## config.mk

```make
export PLATFORM = sky130hd
export DESIGN_NAME = rau_front
export DESIGN_NICKNAME = d
export VERILOG_FILES = /design/src/hw/rtl/rau_pkg.sv /design/src/hw/rtl/rau_front.sv
export SDC_FILE = /design/constraint.sdc
export NUM_CORES = 1
export LEC_CHECK = 0
export ABC_AREA = 1
export ABC_CLOCK_PERIOD_IN_PS = 7700
export BUFFER_PORTS_ARGS = -buffer_cell sky130_fd_sc_hd__buf_2
export CAP_MARGIN = 15
export CELL_PAD_IN_SITES_DETAIL_PLACEMENT = 2
export CELL_PAD_IN_SITES_GLOBAL_PLACEMENT = 2
export CORE_ASPECT_RATIO = 0.9
export CORE_MARGIN = 4
export CORE_UTILIZATION = 34
export CTS_CLUSTER_DIAMETER = 100
export DETAILED_ROUTE_END_ITERATION = 16
export PLACE_DENSITY_LB_ADDON = 0.1
export SLEW_MARGIN = 20
export SYNTH_ARGS = -nofsm -noshare
export SYNTH_HDL_FRONTEND = slang
export SYNTH_SLANG_ARGS = --single-unit
```

## constraint.sdc

```tcl
create_clock -name clk -period 7.7 [get_ports clk]
set_input_delay 1.54 -clock clk [delete_from_list [all_inputs] [get_ports clk]]
set_output_delay 1.54 -clock clk [all_outputs]
set_load 0.02 [all_outputs]
```

## src/hw/rtl/rau_pkg.sv

```systemverilog
// Package for the rational arithmetic unit: command codes and the queue entry type.
// Used by rau_front, rau_back and rational_arithmetic_unit.
`default_nettype none
package rau_pkg;
  localparam logic [3:0] CMD_ADD = 4'd0;
  localparam logic [3:0] CMD_SUB = 4'd1;
  localparam logic [3:0] CMD_MUL = 4'd2;
  localparam logic [3:0] CMD_DIV = 4'd3;
  localparam logic [3:0] CMD_EQ  = 4'd4;
  localparam logic [3:0] CMD_NE  = 4'd5;
  localparam logic [3:0] CMD_LT  = 4'd6;
  localparam logic [3:0] CMD_LE  = 4'd7;
  localparam logic [3:0] CMD_GT  = 4'd8;
  localparam logic [3:0] CMD_GE  = 4'd9;

  typedef struct packed {
    logic [3:0]         command;
    logic signed [31:0] a_num;
    logic [30:0]        a_den;
    logic signed [31:0] b_num;
    logic [30:0]        b_den;
  } item_t;
endpackage
`default_nettype wire

```

## src/hw/rtl/rau_front.sv

```systemverilog
// Front part: accepts items, fixes zero denominators and holds them in a two-entry queue.
// Depends on rau_pkg.
`default_nettype none
module rau_front import rau_pkg::*; (
  input  wire logic              clk,
  input  wire logic              rst,
  input  wire logic              push,
  input  wire logic [3:0]        command,
  input  wire logic signed [31:0] a_num,
  input  wire logic [30:0]       a_den,
  input  wire logic signed [31:0] b_num,
  input  wire logic [30:0]       b_den,
  output logic                   full,
  output logic                   q_valid,
  output item_t                  q_item,
  input  wire logic              pop
);
  item_t       mem [2];
  logic        wr_ptr;
  logic        rd_ptr;
  logic [1:0]  count;
  item_t       in_item;

  always_comb begin
    in_item.command = command;
    in_item.a_num   = a_num;
    in_item.a_den   = (a_den == 31'd0) ? 31'd1 : a_den;
    in_item.b_num   = b_num;
    in_item.b_den   = (b_den == 31'd0) ? 31'd1 : b_den;
  end

  assign full    = (count == 2'd2);
  assign q_valid = (count != 2'd0);
  assign q_item  = mem[rd_ptr];

  always_ff @(posedge clk) begin
    if (push && !full) begin
      mem[wr_ptr] <= in_item;
    end
  end

  always_ff @(posedge clk) begin
    if (rst) begin
      wr_ptr <= 1'b0;
      rd_ptr <= 1'b0;
      count  <= 2'd0;
    end else begin
      if (push && !full) wr_ptr <= ~wr_ptr;
      if (pop && q_valid) rd_ptr <= ~rd_ptr;
      count <= count + 2'((push && !full) ? 1 : 0) - 2'((pop && q_valid) ? 1 : 0);
    end
  end

  assert property (@(posedge clk) disable iff (rst) count <= 2'd2)
    else $error("queue count out of range");
  assert property (@(posedge clk) disable iff (rst)
    (count == 2'd0) |-> (wr_ptr == rd_ptr))
    else $error("empty queue with pointers apart");
  assert property (@(posedge clk) disable iff (rst)
    (count == 2'd2) |-> (wr_ptr == rd_ptr))
    else $error("full queue with pointers apart");
endmodule
`default_nettype wire

```

==> reports/metrics.cfg <==
[outcome]
status=finished, final reports clean

[setup_path]
critPathKind=flip-flop to primary output
required_ps=6160
cp.arrival_ps=2460
path_max_fanout=55
worst_setup_path_start_kind=flip-flop
path_buf_inv=2
crit_family=buffers and inverters
slowest_stage=buf_4
endpoint_kind=primary output
max_stage_delay_ps=670
worstReg2RegStart=count[0]$_SDFF_PP0_
path_cells=buf_4 -> mux2_2 -> buf_2

[logic_synthesis]
synth.area.mux_share=0.145
ys_seq_elements=265
yosys_warnings=0
synth_area_um2=10100
synthAdderAreaFrac=0.00248
synth-seq-area-share=0.782
synth_compound_area_frac=0.00260
synth_top_family_by_area=multiplexers
syn-num-nets=692
synth_xor_area_frac=0.000866
ys_types=17
avgSynthCellArea_um2=18.2
syn_inst=556
synth_simple_gate_area_share=0.0285

[sta]
holdWs_ps=554
fin_crit_sh=0.519
slew_headroom=0.466
fmax_ghz=0.250
maxSlewViolCount=0
hold_viol_final=0
setup_tns_ps=0
timing.final.ws_setup_ps=3700
period_minus_slack_ps=4000
setup_violations=0
worst_slew_pin_slew_ps=800
grt_setup_unrepaired=false
fin_skew_ps=12.3

[cells_and_area]
n_fill_cell=2863
area_delta_synth_final_pct=24.6
final_cell_mix=buf_2 (265), edfxtp_1 (260), mux2_2 (130), nor2_1 (42), clkbuf_16 (31)
final_nets=922
mostFrequentLayoutCell=buf_2
drive_gt1_frac=0.548

[route]
firstDrtPassIters=4
routedWlPerCell_um=19.8
drc=0
drtIter0Drc=288
routed_wl_mm=23.9
via_count=5454
via_per_inst=4.51
final_antenna_net_count=0

[clocking]
cts.repair.resized=0
clk_path_buf_depth=3
postCtsHoldBufs=0
post-cts-setup-buffers=0
cts.sinks=265
htree_levels=1
worst_setup_hold_path_clk_slew_ps=60
cts_buffers=30
clk_latency_ps=540
cts_tree=yes
clock-root-buffer=clkbuf_16

[placement]
dp_hpwl_mm=16.1
gp_congestion=0.720
dp_worst_setup_slack_ps=3580
portBuffers=265

[pwr]
power_density_nw_per_um2=342
ir_drop_uv=164
p_leak_nw=4.64

[global_route]
antenna_found_initial=7
grt_use_total=0.140
grt_pass1_vias=5997
overflow=0
grt_max_degree=99
grt_pass1_wl_mm=35.7

[floorplanning]
initial_utilization=0.348
die_area_um2=32600
io-pin-count=266
rows=59
die_h_um=172
die_x_um=190
core-area_um2=29100

[min_path]
hold_start=rd_ptr$_SDFFE_PP0P_
min_path_type=flip-flop to flip-flop

[flow_run]
drv_cap=0

==> Yosys cell counts, drive strengths merged <==
master | instances | area [um2]
edfxtp | 260 | 7810
mux2 | 130 | 1460
clkbuf | 60 | 225
nor2 | 44 | 165
nand2 | 23 | 86.3
buf | 14 | 135
inv | 8 | 30.0
dfxtp | 5 | 100
nor3b | 4 | 30.0
o21ai | 3 | 18.8
ha | 2 | 25.0
o21a | 1 | 7.51
or2 | 1 | 6.26
xnor2 | 1 | 8.76
==> flip-flops by register name (all words and copies together), names as in the netlist, named ones only <==
signal and flops:
wr_ptr 1, rd_ptr 1, count 2, mem 260
==> stage by stage <==
step | power, mW | cells | utilization | area [um2]
2_1_floorplan | 2.71 | 556 | - | 10100
3_3_place_gp | 3.02 | 1148 | 0.400 | 11600
4_1_cts | 4.39 | 1203 | 0.431 | 12500
5_1_grt | 4.53 | 1207 | 0.433 | 12600
6_report | 4.31 | 1208 | 0.433 | 12600
3_5_place_dp | 3.05 | 1148 | 0.400 | 11600
==> power by group <==
| group | internal [mW] | switching, mW | total (mW) |
|---|---|---|---|
| Clock | 0.769 | 0.540 | 1.31 |
| Combinational | 0.413 | 0.681 | 1.09 |
| Sequential | 1.84 | 0.0658 | 1.90 |
| Total | 3.02 | 1.29 | 4.31 |
==> path summary, 6_finish.rpt <==
check / slack (ps) / end / cells after the start
min: 550 / flip-flop / 2
max: 3700 / q_item[101] / 3
min reg2reg: 550 / flip-flop / 2
max reg2reg: 5360 / mem[0][7]$_DFFE_PP_ / 4
==> per-layer routing <==
metal,global-route usage,wire length [um],share of wire
met1,0.173,9810,0.41
met2,0.236,11400,0.48
met3,0.0517,1960,0.082
met4,0.0393,652,0.027
met5,0,54,0.0023
==> worst register-to-register path, delay by kind of cell, from the launching register on <==
family	cells	cell delay, ps
AOI/OAI and AO/OA	1	160
buffers and inverters	2	1180
and+or+nand+nor	1	120
DFF	1	420
==> layout make-up <==
type                            instances  area [um2]  share of cell area
Inverter                                8        30.0             0.00238
Clock inverter                         11        76.3             0.00606
Sequential cell                       265        7910               0.628
Multi-Input combinational cell        209        1830               0.145
Clock buffer                           44         825              0.0655
Tap cell                              396         495              0.0393
Timing Repair Buffer                  272        1420               0.113
Antenna cell                            3        7.51            0.000596
==> kinds of logic (layout without fill, tap and decap cells) <==
logic type               after synthesis  count (layout)
adder cells (fa/ha/maj)                2               2
other                                  0               3
AO/OA/AOI/OAI                          4               4
AND/OR/NAND/NOR                       72              72
XOR/XNOR                               1               1
buffers and inverters                 82             335
multiplexers                         130             130
flip-flops                           265             265
No activity file was read; power rests on OpenSTA's default activity.
