`src/hw/rtl/rau_pkg.sv`:
```
// Package for the rational arithmetic unit: command codes and the queue entry type.
// Used by rau_front, rau_back and rational_arithmetic_unit.
`default_nettype none
package rau_pkg;
  localparam logic [3:0] CMD_ADD = 4'd0;
  localparam logic [3:0] CMD_SUB = 4'd1;
  localparam logic [3:0] CMD_MUL = 4'd2;
  localparam logic [3:0] CMD_DIV = 4'd3;
  localparam logic [3:0] CMD_EQ  = 4'd4;
  localparam logic [3:0] CMD_NE  = 4'd5;
  localparam logic [3:0] CMD_LT  = 4'd6;
  localparam logic [3:0] CMD_LE  = 4'd7;
  localparam logic [3:0] CMD_GT  = 4'd8;
  localparam logic [3:0] CMD_GE  = 4'd9;

  typedef struct packed {
    logic [3:0]         command;
    logic signed [31:0] a_num;
    logic [30:0]        a_den;
    logic signed [31:0] b_num;
    logic [30:0]        b_den;
  } item_t;
endpackage
`default_nettype wire

```
`src/hw/rtl/rau_back.sv`:
```
// Back part: cross products, binary-search-free Euclid by shift-subtract remainder,
// and exact division by the GCD. Depends on rau_pkg.
`default_nettype none
module rau_back import rau_pkg::*; (
  input  wire logic         clk,
  input  wire logic         rst,
  input  wire logic         q_valid,
  input  wire item_t        q_item,
  output logic              pop,
  output logic              done,
  output logic signed [63:0] res_num,
  output logic [61:0]       res_den,
  output logic              relation_true,
  output logic              div_zero
);
  localparam logic [3:0] S_IDLE = 4'd0;
  localparam logic [3:0] S_M1   = 4'd1;
  localparam logic [3:0] S_M2   = 4'd2;
  localparam logic [3:0] S_M3   = 4'd3;
  localparam logic [3:0] S_FORM = 4'd4;
  localparam logic [3:0] S_GCD  = 4'd5;
  localparam logic [3:0] S_DIVN = 4'd6;
  localparam logic [3:0] S_DIVD = 4'd7;
  localparam logic [3:0] S_OUT  = 4'd8;

  logic [3:0]         state;
  item_t              it;
  logic signed [63:0] left;
  logic signed [63:0] right;
  logic signed [63:0] prod_n;
  logic [63:0]        prod_d;
  logic               neg;
  logic [63:0]        mn;
  logic [63:0]        md;
  logic [63:0]        gy;
  // remainder / division datapath
  logic [63:0]        rem;
  logic [63:0]        quo;
  logic [63:0]        dvd;
  logic [6:0]         bitc;
  logic               rem_mode;
  logic [64:0]        trial;
  logic [64:0]        rem_sh;

  logic signed [31:0] mul_a;
  logic signed [31:0] mul_b;
  logic signed [63:0] mul_p;

  assign mul_p  = 64'(mul_a) * 64'(mul_b);
  assign rem_sh = {rem, dvd[63]};
  assign trial  = rem_sh - {1'b0, gy};

  always_comb begin
    mul_a = it.a_num;
    mul_b = {1'b0, it.b_den};
    case (state)
      S_M1: begin mul_a = it.a_num; mul_b = {1'b0, it.b_den}; end
      S_M2: begin mul_a = it.b_num; mul_b = {1'b0, it.a_den}; end
      S_M3: begin mul_a = it.a_num; mul_b = it.b_num; end
      default: begin mul_a = {1'b0, it.a_den}; mul_b = {1'b0, it.b_den}; end
    endcase
  end

  assign pop = (state == S_IDLE) && q_valid;

  always_ff @(posedge clk) begin
    if (rst) begin
      state <= S_IDLE;
      done  <= 1'b0;
    end else begin
      done <= 1'b0;
      case (state)
        S_IDLE: begin
          if (q_valid) begin
            it    <= q_item;
            state <= S_M1;
          end
        end
        S_M1: begin left <= mul_p; state <= S_M2; end
        S_M2: begin right <= mul_p; state <= S_M3; end
        S_M3: begin prod_n <= mul_p; state <= S_FORM; end
        S_FORM: begin
          prod_d        <= mul_p;
          relation_true <= 1'b0;
          div_zero      <= 1'b0;
          res_num       <= 64'sd0;
          res_den       <= 62'd1;
          state         <= S_OUT;
          case (it.command)
            CMD_ADD, CMD_SUB, CMD_MUL, CMD_DIV: begin
              logic signed [63:0] n;
              logic signed [63:0] d;
              n = left + right;
              d = mul_p;
              if (it.command == CMD_SUB) n = left - right;
              if (it.command == CMD_MUL) n = prod_n;
              if (it.command == CMD_DIV) begin
                n = left;
                d = right;
              end
              if (it.command == CMD_DIV && it.b_num == 32'sd0) begin
                div_zero <= 1'b1;
              end else if (n != 64'sd0 && d != 64'sd0) begin
                neg      <= n[63] ^ d[63];
                mn       <= n[63] ? 64'd0 - 64'(n) : 64'(n);
                md       <= d[63] ? 64'd0 - 64'(d) : 64'(d);
                gy       <= d[63] ? 64'd0 - 64'(d) : 64'(d);
                dvd      <= n[63] ? 64'd0 - 64'(n) : 64'(n);
                rem      <= 64'd0;
                bitc     <= 7'd64;
                rem_mode <= 1'b1;
                state    <= S_GCD;
              end
            end
            CMD_EQ: relation_true <= (left == right);
            CMD_NE: relation_true <= (left != right);
            CMD_LT: relation_true <= (left < right);
            CMD_LE: relation_true <= (left <= right);
            CMD_GT: relation_true <= (left > right);
            CMD_GE: relation_true <= (left >= right);
            default: relation_true <= 1'b0;
          endcase
        end
        S_GCD: begin
          // one remainder bit per cycle: rem = dividend % gy
          if (!trial[64]) rem <= trial[63:0];
          else rem <= rem_sh[63:0];
          dvd  <= {dvd[62:0], 1'b0};
          bitc <= bitc - 7'd1;
          if (bitc == 7'd1) begin
            if ((trial[64] ? rem_sh[63:0] : trial[63:0]) == 64'd0) begin
              dvd   <= mn;
              rem   <= 64'd0;
              quo   <= 64'd0;
              bitc  <= 7'd64;
              state <= S_DIVN;
            end else begin
              gy    <= trial[64] ? rem_sh[63:0] : trial[63:0];
              dvd   <= gy;
              rem   <= 64'd0;
              bitc  <= 7'd64;
            end
          end
        end
        S_DIVN, S_DIVD: begin
          if (!trial[64]) rem <= trial[63:0];
          else rem <= rem_sh[63:0];
          quo  <= {quo[62:0], !trial[64]};
          dvd  <= {dvd[62:0], 1'b0};
          bitc <= bitc - 7'd1;
          if (bitc == 7'd1) begin
            rem  <= 64'd0;
            quo  <= 64'd0;
            bitc <= 7'd64;
            if (state == S_DIVN) begin
              res_num <= neg ? 64'd0 - {quo[62:0], !trial[64]}
                             : {quo[62:0], !trial[64]};
              dvd     <= md;
              state   <= S_DIVD;
            end else begin
              res_den <= {quo[60:0], !trial[64]};
              state   <= S_OUT;
            end
          end
        end
        S_OUT: begin
          done  <= 1'b1;
          state <= S_IDLE;
        end
        default: state <= S_IDLE;
      endcase
    end
  end

  assert property (@(posedge clk) disable iff (rst) done |-> $past(state) == S_OUT)
    else $error("result strobe without output step");
  assert property (@(posedge clk) disable iff (rst) pop |=> state == S_M1)
    else $error("popped item not started");
  assert property (@(posedge clk) disable iff (rst)
    (state == S_GCD) |-> gy != 64'd0)
    else $error("zero divisor in gcd");
endmodule
`default_nettype wire

```
`config.mk`:
```
export PLATFORM = sky130hd
export DESIGN_NAME = rau_back
export DESIGN_NICKNAME = d
export VERILOG_FILES = /design/src/hw/rtl/rau_pkg.sv /design/src/hw/rtl/rau_back.sv
export SDC_FILE = /design/constraint.sdc
export NUM_CORES = 2
export LEC_CHECK = 0
export ABC_AREA = 1
export BUFFER_PORTS_ARGS = -buffer_cell sky130_fd_sc_hd__buf_2
export CAP_MARGIN = 20
export CORE_MARGIN = 3
export CORE_UTILIZATION = 45
export CTS_BUF_LIST = sky130_fd_sc_hd__clkbuf_4 sky130_fd_sc_hd__clkbuf_8 sky130_fd_sc_hd__clkbuf_16
export DETAILED_ROUTE_END_ITERATION = 8
export GPL_ROUTABILITY_DRIVEN = 0
export HOLD_SLACK_MARGIN = 0.03
export PLACE_DENSITY = 0.6
export SYNTH_ARGS = -nofsm -noshare
export SYNTH_HDL_FRONTEND = slang
export SYNTH_SLANG_ARGS = --single-unit
```
`constraint.sdc`:
```
create_clock -name clk -period 24.8 [get_ports clk]
set_input_delay 1.24 -clock clk [delete_from_list [all_inputs] [get_ports clk]]
set_output_delay 1.24 -clock clk [all_outputs]
set_load 0.1 [all_outputs]
```
==> impl_metrics.env <==
export IMPL_synth_mux_area_frac=0
export IMPL_syn_num_nets=13800
export IMPL_clock_latency_ns=0.80
export IMPL_crit_path_start_kind="register"
export IMPL_ios=263
export IMPL_row_count=167
export IMPL_cp_arrival_ns=14.63
export IMPL_synth_top_cell_by_area="edfxtp_1"
export IMPL_slew_headroom=0.0620
export IMPL_final_layout_size_suffix_gt1_frac=0.0640
export IMPL_tns_ns=0
export IMPL_fmax_ghz=0.0704
export IMPL_yosys_warnings=0
export IMPL_die_y_um=463
export IMPL_cpPeakStageDelay_ns=0.93
export IMPL_cp_end_kind="register"
export IMPL_synth_top_cell_area_share=0.269
export IMPL_routedWlPerCell_um=23.9
export IMPL_grt_pass1_vias=83900
export IMPL_finalClockSkew_ns=0.0724
export IMPL_ctsHoldBuffers=0
export IMPL_synth_seq_area_share=0.270
export IMPL_min_period_ns=14.20
export IMPL_postRouteAntennaNets=0
export IMPL_maxCapViolations=0
export IMPL_hold_path_class="register to register"
export IMPL_antenna_found_initial=5
export IMPL_finalSetupViolCount=0
export IMPL_syn_cell_area_um2=94000
export IMPL_fin_nets=13900
export IMPL_tightestPinTransition_ns=1.41
export IMPL_synth_area_top_cells="edfxtp_1 (27%), fa_1 (23%), nand2_1 (13%), inv_1 (9.7%), nor2_1 (6.3%)"
export IMPL_synth_xor_area_share=0.0177
export IMPL_crit_path_max_fanout=59
export IMPL_area_growth_pct=8.84
export IMPL_cp_data_required_time_ns=25.22
export IMPL_dp_hpwl_um=290000
export IMPL_critical_path_class="register to register"
export IMPL_netlist_instances=12200
export IMPL_cts_sinks=846
export IMPL_finalCritPeriodShare=0.573
export IMPL_drt_pass1_iter_count=9
export IMPL_avgSynthCellArea_um2=7.71
export IMPL_cts_path_max_buffers=3
export IMPL_via_count=85100
export IMPL_initialDrtViolationCount=10700
export IMPL_synthAdderAreaFrac=0.282
export IMPL_outcome="complete, no violations"
export IMPL_start_util=0.453
export IMPL_die_w_um=463
export IMPL_avgViaCountPerCell=5.59
export IMPL_cp_slowest_cell="clkinv_1"
export IMPL_cts_setup_buffers=0
export IMPL_cts_buffers=97
export IMPL_path_clk_slew_ns=0.06
export IMPL_grt_max_degree=150
export IMPL_slew_viol_final=0
export IMPL_synth_simple_area_share=0.242
export IMPL_core_area_um2=207000
export IMPL_cts_tree="yes"
export IMPL_port_buffers=262
export IMPL_synth_top_family_by_area="adder cells"
export IMPL_route_detailed_drc=0
export IMPL_grt_pass1_wl_um=535000
export IMPL_dieArea_um2=214000
export IMPL_routed_wl_um=363000
export IMPL_hold_viol=0
export IMPL_grt_use_total=0.333
export IMPL_ys_types=59
export IMPL_synth_compound_area_frac=0.0723
export IMPL_cpMostUsedCell="fa_1"
export IMPL_cts_resized_gates=0
export IMPL_synth_seq_cells=846
export IMPL_cts_root_buf="clkbuf_16"
export IMPL_htree_levels=3
export IMPL_rsz0062_at_grt="no"
export IMPL_grt_overflow_total=0
[metal layers]
| metal | vias to the layer above | GRT usage | routed length [µm] |
|---|---|---|---|
| li1 | 37900 | - | - |
| met5 | - | 0 | 0 |
| met1 | 41000 | 0.429 | 139000 |
| met3 | 1114 | 0.0717 | 38700 |
| met4 | 0 | 0.218 | 29000 |
| met2 | 5048 | 0.507 | 156000 |
[path summary, 6_finish.rpt]
kind / from / slack (ns) / depth (start not counted) / end
hold / removal: state[2]$_SDFFE_PP0P_ / 0.49 / 2 / state[2]$_SDFFE_PP0P_
hold reg to reg: state[2]$_SDFFE_PP0P_ / 0.49 / 2 / state[2]$_SDFFE_PP0P_
setup reg to reg: state[3]$_SDFFE_PP0P_ / 10.60 / 42 / rem[59]$_SDFFCE_PP0P_
setup / recovery: state[3]$_SDFFE_PP0P_ / 10.60 / 42 / rem[59]$_SDFFCE_PP0P_
[final cells by class]
type / count / area, µm²
multi-input cells: 8482 / 58200
fillers: 20200 / 105000
well taps: 2788 / 3490
diodes: 7 / 17.5
clock buffers: 113 / 2550
repair buffers: 424 / 2630
clock inverters: 64 / 733
flip-flops and latches: 846 / 25400
inverters: 2492 / 9360
[through the flow]
step | area [µm²] | util | hold slack (ns) | cells | worst slack, ns
5_1_grt | 102000 | 0.493 | 0.529 | 15200 | 9.79
3_5_place_dp | 98800 | 0.477 | 0.478 | 15000 | 10.73
4_1_cts | 102000 | 0.493 | 0.487 | 15200 | 10.73
3_3_place_gp | 98800 | 0.477 | 0.473 | 15000 | 11.06
6_report | 102000 | 0.493 | 0.487 | 15200 | 10.60
2_1_floorplan | 94000 | - | 0.457 | 12200 | 6.30
[synthesized netlist by cell type, drive strengths merged]
cell type and number:
a31oi 11, o211ai 75, and3 12, a21o 8, o21bai 28, inv 2466
o21ai 482, nand2 3145, and2 17, nor2 1606, nor4b 2, nor4 47
a211o 1, fa 1085, a22oi 60, xor2 144, nand3 495, o31ai 2
o311ai 1, nand3b 25, xnor2 45, o21a 18, a21oi 472, clkbuf 268
buf 102, dfxtp 5, ha 380, nand4 106, edfxtp 841, nor3 109
o2111ai 1, o22ai 2, a2111oi 1, nor3b 1, a221oi 46, a21boi 3
clkinv 26, nand2b 1, or2 51
[registers in the layout, indices dropped and copies added (netlist names), 4 cells and up]
register	count
res_den	62
md	64
rem	64
it	130
res_num	64
left	64
mn	64
gy	64
state	4
prod_n	64
dvd	64
right	64
quo	63
bitc	7
[logic make-up after synthesis]
group,after synthesis
and+or+nand+nor,5617
buffers and inverters,2862
adders and majority gates,1465
AOI/OAI and AO/OA,1211
DFF,846
xor gates and xnor gates,189
[layout by cell type, fill, tap and decap left out, types with 42 or more instances in the layout]
cell type,count
o211ai_1,75
xnor2_1,44
nand3_1,488
inv_2,42
a22oi_1,60
fa_1,1085
a21oi_1,469
nor3_1,98
o21ai_0,389
inv_1,2424
buf_4,150
clkbuf_16,97
clkinv_1,48
xor2_1,144
nand4_1,104
o21ai_1,85
nor2_1,1561
nand2_1,3134
buf_2,263
nor4_1,44
edfxtp_1,841
or2_2,48
ha_1,380
[critical path, delay by kind of cell, from the launching register on]
kind / cells / cell delay, ns
AND/OR/NAND/NOR: 14 / 2.27
adder cells (fa/ha/maj): 9 / 5.10
AO/OA/AOI/OAI: 6 / 1.98
buffers and inverters: 13 / 3.92
flip-flops: 1 / 0.35
Power is left out: the tool's default activity adds up to more than one toggle a clock period on the data nets, which glitch-free logic cannot reach.
